===== config.mk =====
export PLATFORM = sky130hd
export DESIGN_NAME = nvbs_search
export DESIGN_NICKNAME = d
export VERILOG_FILES = /design/src/rtl/nvbs_pkg.sv /design/src/rtl/nvbs_search.sv
export SDC_FILE = /design/constraint.sdc
export NUM_CORES = 1
export LEC_CHECK = 0
export BUFFER_PORTS_ARGS = -buffer_cell sky130_fd_sc_hd__buf_4
export CAP_MARGIN = 0
export CORE_ASPECT_RATIO = 2
export CORE_MARGIN = 5
export CORE_UTILIZATION = 55
export CTS_BUF_LIST = sky130_fd_sc_hd__clkbuf_4
export CTS_CLUSTER_SIZE = 8
export DETAILED_ROUTE_END_ITERATION = 7
export PLACE_DENSITY = 0.78
export SYNTH_ARGS = -nofsm -noshare
export SYNTH_HDL_FRONTEND = slang
export SYNTH_SLANG_ARGS = --single-unit

===== constraint.sdc =====
create_clock -name clk -period 6.5 [get_ports clk]
set_clock_uncertainty 0.15 [all_clocks]
set_input_delay 0.325 -clock clk [delete_from_list [all_inputs] [get_ports clk]]
set_output_delay 0.325 -clock clk [all_outputs]
set_load 0.03 [all_outputs]

===== src/rtl/nvbs_pkg.sv =====
// ----------------------------------------------------------------------------
// nvbs_pkg
// Shared types and codes for the nearest-value binary search block.
// ----------------------------------------------------------------------------
package nvbs_pkg;

	localparam int DATA_W   = 32;
	localparam int OP_W     = 2;
	localparam int STATUS_W = 2;

	// Command codes
	typedef enum logic [OP_W-1:0] {
		OP_CLEAR  = 2'd0,
		OP_APPEND = 2'd1,
		OP_QUERY  = 2'd2,
		OP_NONE   = 2'd3
	} op_t;

	// Result status codes
	typedef enum logic [STATUS_W-1:0] {
		ST_ACCEPTED = 2'd0,
		ST_FOUND    = 2'd1,
		ST_EMPTY    = 2'd2,
		ST_FULL     = 2'd3
	} status_t;

	// Search sequencer states
	typedef enum logic {
		SRCH_IDLE = 1'b0,
		SRCH_RUN  = 1'b1
	} srch_state_t;

	// Launch request from command decode to the sequencer
	typedef struct packed {
		logic                     launch;
		logic signed [DATA_W-1:0] key;
	} srch_req_t;

	// Finished search from the sequencer
	typedef struct packed {
		logic                     done;
		logic                     busy;
		logic signed [DATA_W-1:0] value;
	} srch_rsp_t;

	localparam logic signed [DATA_W-1:0] VALUE_NONE = '1;
	localparam logic signed [DATA_W-1:0] VALUE_ZERO = '0;

endpackage


===== src/rtl/nvbs_search.sv =====
// ----------------------------------------------------------------------------
// nvbs_search
// Binary search sequencer: walks midpoints over the table memory, one read
// per cycle, and keeps the closest value seen so far.
// ----------------------------------------------------------------------------
module nvbs_search #(
	parameter int TABLE_DEPTH = 1024
) (
	input  logic                                 clk,
	input  logic                                 arst_n,
	input  nvbs_pkg::srch_req_t                  req,
	input  logic [$clog2(TABLE_DEPTH+1)-1:0]     count,
	output logic [((TABLE_DEPTH > 1) ? $clog2(TABLE_DEPTH) : 1)-1:0] rd_addr,
	input  logic signed [nvbs_pkg::DATA_W-1:0]   rd_data,
	output nvbs_pkg::srch_rsp_t                  rsp
);

	localparam int CW = $clog2(TABLE_DEPTH + 1);
	localparam int AW = (TABLE_DEPTH > 1) ? $clog2(TABLE_DEPTH) : 1;
	localparam int DW = nvbs_pkg::DATA_W;

	nvbs_pkg::srch_state_t state_q, state_n;

	logic [CW-1:0]           lo_q, hi1_q, mid_q;
	logic [CW-1:0]           lo_n, hi1_n, mid_n;
	logic [CW-1:0]           mid_up, mid_dn, mid_init;
	logic signed [DW-1:0]    key_q;
	logic signed [DW-1:0]    best_q, best_n;
	logic [DW:0]             best_d_q;
	logic                    have_q;
	logic                    hit, less, take, cont;
	logic signed [DW:0]      diff;
	logic [DW:0]             mag;

	// Compare the fetched midpoint against the key
	always_comb begin
		hit  = (rd_data == key_q);
		less = (rd_data < key_q);
		diff = {rd_data[DW-1], rd_data} - {key_q[DW-1], key_q};
		mag  = diff[DW] ? (DW+1)'(-diff) : diff;
		take = !have_q || (mag < best_d_q);
		best_n = take ? rd_data : best_q;
	end

	// Next midpoint for both outcomes, chosen by the compare
	always_comb begin
		mid_init = (count - CW'(1)) >> 1;
		mid_up   = mid_q + CW'(1) + ((hi1_q - mid_q - CW'(2)) >> 1);
		mid_dn   = lo_q + ((mid_q - lo_q - CW'(1)) >> 1);
		if (less) begin
			lo_n  = mid_q + CW'(1);
			hi1_n = hi1_q;
			mid_n = mid_up;
			cont  = !hit && ((mid_q + CW'(1)) < hi1_q);
		end else begin
			lo_n  = lo_q;
			hi1_n = mid_q;
			mid_n = mid_dn;
			cont  = !hit && (lo_q < mid_q);
		end
	end

	// State register
	always_ff @(posedge clk or negedge arst_n) begin
		if (!arst_n) begin
			state_q <= nvbs_pkg::SRCH_IDLE;
		end else begin
			state_q <= state_n;
		end
	end

	// Next state, read address and finish strobe
	always_comb begin
		state_n   = state_q;
		rd_addr   = mid_init[AW-1:0];
		rsp.done  = 1'b0;
		rsp.busy  = 1'b0;
		rsp.value = hit ? rd_data : best_n;
		unique case (state_q)
			nvbs_pkg::SRCH_IDLE: begin
				if (req.launch) begin
					state_n = nvbs_pkg::SRCH_RUN;
				end
			end
			nvbs_pkg::SRCH_RUN: begin
				rsp.busy = 1'b1;
				rd_addr  = mid_n[AW-1:0];
				if (!cont) begin
					rsp.done = 1'b1;
					state_n  = nvbs_pkg::SRCH_IDLE;
				end
			end
			default: begin
				state_n = nvbs_pkg::SRCH_IDLE;
			end
		endcase
	end

	// Search window and best candidate
	always_ff @(posedge clk or negedge arst_n) begin
		if (!arst_n) begin
			have_q <= 1'b0;
		end else if (state_q == nvbs_pkg::SRCH_IDLE) begin
			if (req.launch) begin
				have_q <= 1'b0;
			end
		end else begin
			have_q <= 1'b1;
		end
	end

	always_ff @(posedge clk) begin
		if (state_q == nvbs_pkg::SRCH_IDLE) begin
			lo_q  <= '0;
			hi1_q <= count;
			mid_q <= mid_init;
			key_q <= req.key;
		end else begin
			lo_q  <= lo_n;
			hi1_q <= hi1_n;
			mid_q <= mid_n;
			if (take) begin
				best_q   <= rd_data;
				best_d_q <= mag;
			end
		end
	end

endmodule


# Word level (Yosys, flattened, before mapping)
# Index checks and enable logic that the tools add are counted.
# word_totals
memories	0
elab_cells	49
output_inout_bits	44
romBits	0
inputBits	78
ram_bits	0
latchBits	0
ff_bits	132
# op_classes
addsub	10
mux	16
shifts	0
reduce_logical	7
mul	0
n_lt_le_gt_ge	4
div_mod_pow	0
bitwise_logic	1
eq_ne	2
# ops
op	n
two-way mux 32 bit	2
< comparator 33 bit	1
two-way mux 11 bit	3
two-way mux 33 bit	1
negation 33 bit	1
subtractor 32 x 32 -> 33 bit	1
== test 32 bit	1
< comparator 32 bit	1
adder 11 x 10 -> 11 bit	2
< comparator 11 bit	2
subtractor 11 x 1 -> 11 bit, second input constant	2
subtractor 11 bit	2
two-way mux 10 bit	2
adder 11 x 1 -> 11 bit, second input constant	1
subtractor 11 x 2 -> 11 bit, second input constant	1
two-way mux 1 bit	6
logical AND 1 bit	2
logical NOT 1 bit	2
two-way mux 2 bit	1
inequality test 2 bit, second input constant	1
one-hot mux 1 bit (2 select lines)	1
AND reduction 2 bit	1
nonzero test 2 bit	1
logical OR 1 bit	1
inverter 1 bit	1

# Depth between registers and ports, before layout
# logic_depth
depth_word	7
mapped_depth	26
ltp_nobuf	22

# Worst setup path after synthesis
# No wires, ideal clock.
# synth_timing
kind	register to register
startpoint	register key_q[4]
endpoint	register best_d_q[0], enable pin
arrival_time_ns	6.302
path_slack_ns	-0.345
setup_ns	0.393
period_less_slack_ns	6.845
stages_incl_launch_ff	22
path_buffers	2
required_ns	5.957
path_cell_list	edfxtp_1 -> inv_1 -> ha_1 -> buf_6 -> a21o_1 -> a31o_4 -> or3_4 -> a2111oi_4 -> nand4_1 -> or4_4 -> or4b_4 -> o41ai_2 -> xnor2_1 -> ha_1 -> a21o_1 -> a21o_1 -> a21o_1 -> a21oi_1 -> o21ai_0 -> a211oi_1 -> clkbuf_1 -> and2_1
# synth_between
elab_chain_len	6
# synth_rtl
item	line_no	text
start: declaration	nvbs_search.sv:27	logic signed [DW-1:0] key_q;
start signal: assignment	nvbs_search.sv:117	key_q <= req.key;
subtractor 32 x 32 -> 33 bit *	nvbs_search.sv:39	diff = {rd_data[DW-1], rd_data} - {key_q[DW-1], key_q};
negation 33 bit	nvbs_search.sv:40	mag = diff[DW] ? (DW+1)'(-diff) : diff;
two-way mux 33 bit *	nvbs_search.sv:40	
named net mag[27]	nvbs_search.sv:33	logic [DW:0] mag;
< comparator 33 bit *	nvbs_search.sv:41	take = !have_q || (mag < best_d_q);
logical OR 1 bit *	nvbs_search.sv:41	
AND reduction 2 bit (no source line) *	n/a	
end signal: assignment	nvbs_search.sv:124	best_d_q <= mag;
end: declaration	nvbs_search.sv:29	logic [DW:0] best_d_q;
# Mark *: on every way through the listed nets, which the timed path passes. The rest lies on a longest branch.
# A chain may end at the register's enable or synchronous reset.

==> reports/qor.yml <==
drt:
  drc: 0
  avgViaCountPerCell: 6.04
  drt_iter0_markers: 591
  firstDrtPassIters: 6
  routed_wl_mm: 36.8
  vias: 11000
  antenna_left: 0
  wire_per_inst_microns: 20.3
setup_path:
  arrival_ns: 6.35
  startpoint_type: "flop"
  critPathCaptureType: "output pin"
  reg2reg_to: "best_q[24]"
  cp.required_ns: 6.02
  reg2regPathDepth: 22
  rr_startpoint: "key_q[0]"
  worstPathMaxFanout: 6
  startpoint: "key_q[0]"
  reg2reg_slack_ns: 0.22
  crit_type: "flop to output pin"
logic_synthesis:
  yosysSeqAreaShare: 0.325
  synth_edf_count: 108
  yosysWarningCount: 0
  syn_avg_cell_area_sq_um: 9.23
  netlist_area_sq_mm: 0.0115
  synth_top_area_cell: "edfxtp_1"
  synth_nets: 1464
  synth_top_area_share: 0.282
  synthCells: 1246
  synthTopCellsByArea: "edfxtp_1, ha_1, mux2_2"
  synth_ff_type: "edfxtp_1"
  synth.distinct_cells: 80
  async_flop_share: 0.0152
  synth-seq-cells: 132
run:
  cap_viol_max_count: 0
place:
  io_buffers: 121
  hpwl_mm: 25.9
  place_inst: 1678
  globalplace.congestion: 0.967
timing:
  period_share: 1.05
  grt_setup_unrepaired: "yes"
  relSlewSlack: 0.399
  tightestPinTransition_ns: 0.895
  hold_violations: 0
  timing.final.ws_setup_ns: -0.323
  setup_viol: 32
  maxSlewViolCount: 0
  fmax_ghz: 0.147
  period_minus_slack_ns: 6.82
clocking:
  clk_latency_ns: 0.63
  cts_tree: "done"
  numCtsBuffers: 17
  root_buffer: "clkbuf_4"
  cts_buffer_depth: 2
  path_clk_slew_ns: 0.13
  clock_sinks: 132
  htree_num_levels: 4
global_routing:
  grt_pass1_vias: 11500
  grt_usage: 0.300
  grt_pass1_wl_mm: 57.3
  antenna_found_initial: 4
  grt_overflow_total: 0
  grt_max_degree: 47
finish:
  final_net_count: 1748
  mostFrequentLayoutCells: "buf_4, inv_1, ha_1"
  final_common_cell: "buf_4"
  nFillCells: 1517
  syn2layout_area_growth_pct: 29.7
  layout-drive-gt1-share: 0.257
  final_cells: 1815
outcome:
  violations: "negative setup slack"
  outcome: "finished, violations left"
hold_path:
  whs_endpoint: "best_d_q[0]"
  hold_depth: 4
  hold_class: "input pin to flop"
  min_from: "rd_data[0]"
die:
  die_area_sq_mm: 0.0241
  die_w_microns: 112
  core_sq_mm: 0.0208
  start_util: 0.552
  num_rows: 75
  io_pins: 122
  die_y_microns: 215
## layout make-up
cell class	instances	area [sq um]	share of cell area
Multi-Input combinational cell	939	7370	0.494
Sequential cell	132	3730	0.250
Timing Repair Buffer	298	2650	0.178
Inverter	142	533	0.0357
Tap cell	269	337	0.0226
Clock inverter	15	156	0.0105
Clock buffer	17	128	0.00855
Antenna cell	3	7.51	0.000503
## per-stage QoR
| step | cell area (sq um) | setup WS (ns) | utilization | TNS (ns) | hold slack [ns] |
|---|---|---|---|---|---|
| finish | 14900 | -0.323 | 0.716 | -8.11 | 0.0846 |
| global placement | 13200 | -0.134 | 0.635 | -4.29 | -0.0373 |
| detailed placement | 13200 | -0.214 | 0.635 | -6.95 | -0.0383 |
| CTS | 14800 | -0.222 | 0.710 | -5.68 | 0.0457 |
| floorplan | 11500 | 0.0435 | - | 0 | -0.121 |
| global route | 14900 | -0.579 | 0.716 | -16.54 | 0.102 |
## cell usage after synthesis (all sizes together) (12+ instances only)
| cell type | instances |
|---|---|
| mux2 | 74 |
| nand3 | 36 |
| nor3 | 21 |
| a21oi | 95 |
| clkbuf | 30 |
| a211oi | 15 |
| a21o | 39 |
| o21ai | 63 |
| nand4 | 15 |
| o211ai | 21 |
| a31oi | 14 |
| inv | 141 |
| xor2 | 24 |
| ha | 135 |
| nor2 | 70 |
| xnor2 | 62 |
| o21bai | 12 |
| dfxtp | 22 |
| nand2 | 86 |
| edfxtp | 108 |
## worst max-delay path by stage
stage,endpoint,slack (ns),cells past startpoint
global placement,best_d_q[0],-0.13,22
detailed placement,best_d_q[0],-0.21,22
CTS,rsp[1],-0.22,23
finish,rsp[1],-0.32,23
floorplan,rsp[25],0.04,23
global route,rsp[4],-0.58,28
## kinds of logic after synthesis
| group | after synthesis | share of synthesized area |
|---|---|---|
| AND/OR/NAND/NOR | 308 | 0.134 |
| buffers and inverters | 178 | 0.0591 |
| multiplexers | 78 | 0.0759 |
| adder cells (fa/ha/maj) | 140 | 0.156 |
| AO/OA/AOI/OAI | 324 | 0.185 |
| XOR/XNOR | 86 | 0.0655 |
| flip-flops | 132 | 0.325 |
## critical path: stages, from the launching register on
cell and delay [ns]:
edfxtp_1 0.44, ha_4 0.19, fa_2 0.38, nand2b_4 0.17
a21oi_4 0.17, o211ai_1 0.17, a221oi_4 0.35, nand4_1 0.19
or4_4 0.46, or4b_4 0.56, o41ai_4 0.28, xnor2_2 0.12
ha_1 0.35, a21o_1 0.22, a21o_1 0.16, a21o_1 0.17
a21oi_2 0.14, o21ai_2 0.09, a211oi_4 0.23, nor2b_4 0.08
buf_12 0.16, buf_12 0.15, mux2_4 0.32, buf_6 0.15
## timing repair
item,4_1_cts,5_1_grt
hold endpoints to repair,88,0
setup buffers,13,6
gates cloned,2,4
gates resized for setup,80,22
hold buffers,78,0
pin swaps,28,5
endpoints found under the setup margin,66,97
## registers in the layout, summed over array words and instances (netlist names)
signal,cells
best_d_q,33
best_q,32
have_q,1
hi1_q,11
key_q,32
lo_q,11
mid_q,11
state_q,1
## per-layer routing
metal | wire length (microns) | GRT usage | part of all wire | up-vias
met2 | 19800 | 0.563 | 0.54 | 430
met1 | 11800 | 0.279 | 0.32 | 5235
met3 | 1810 | 0.0525 | 0.049 | 192
met4 | 3340 | 0.229 | 0.091 | 2
met5 | 13 | 0 | 0.00035 | -
li1 | - | - | - | 5103
Power is left out: the tool's default activity adds up to more than one toggle a clock period on the data nets, which glitch-free logic cannot reach.
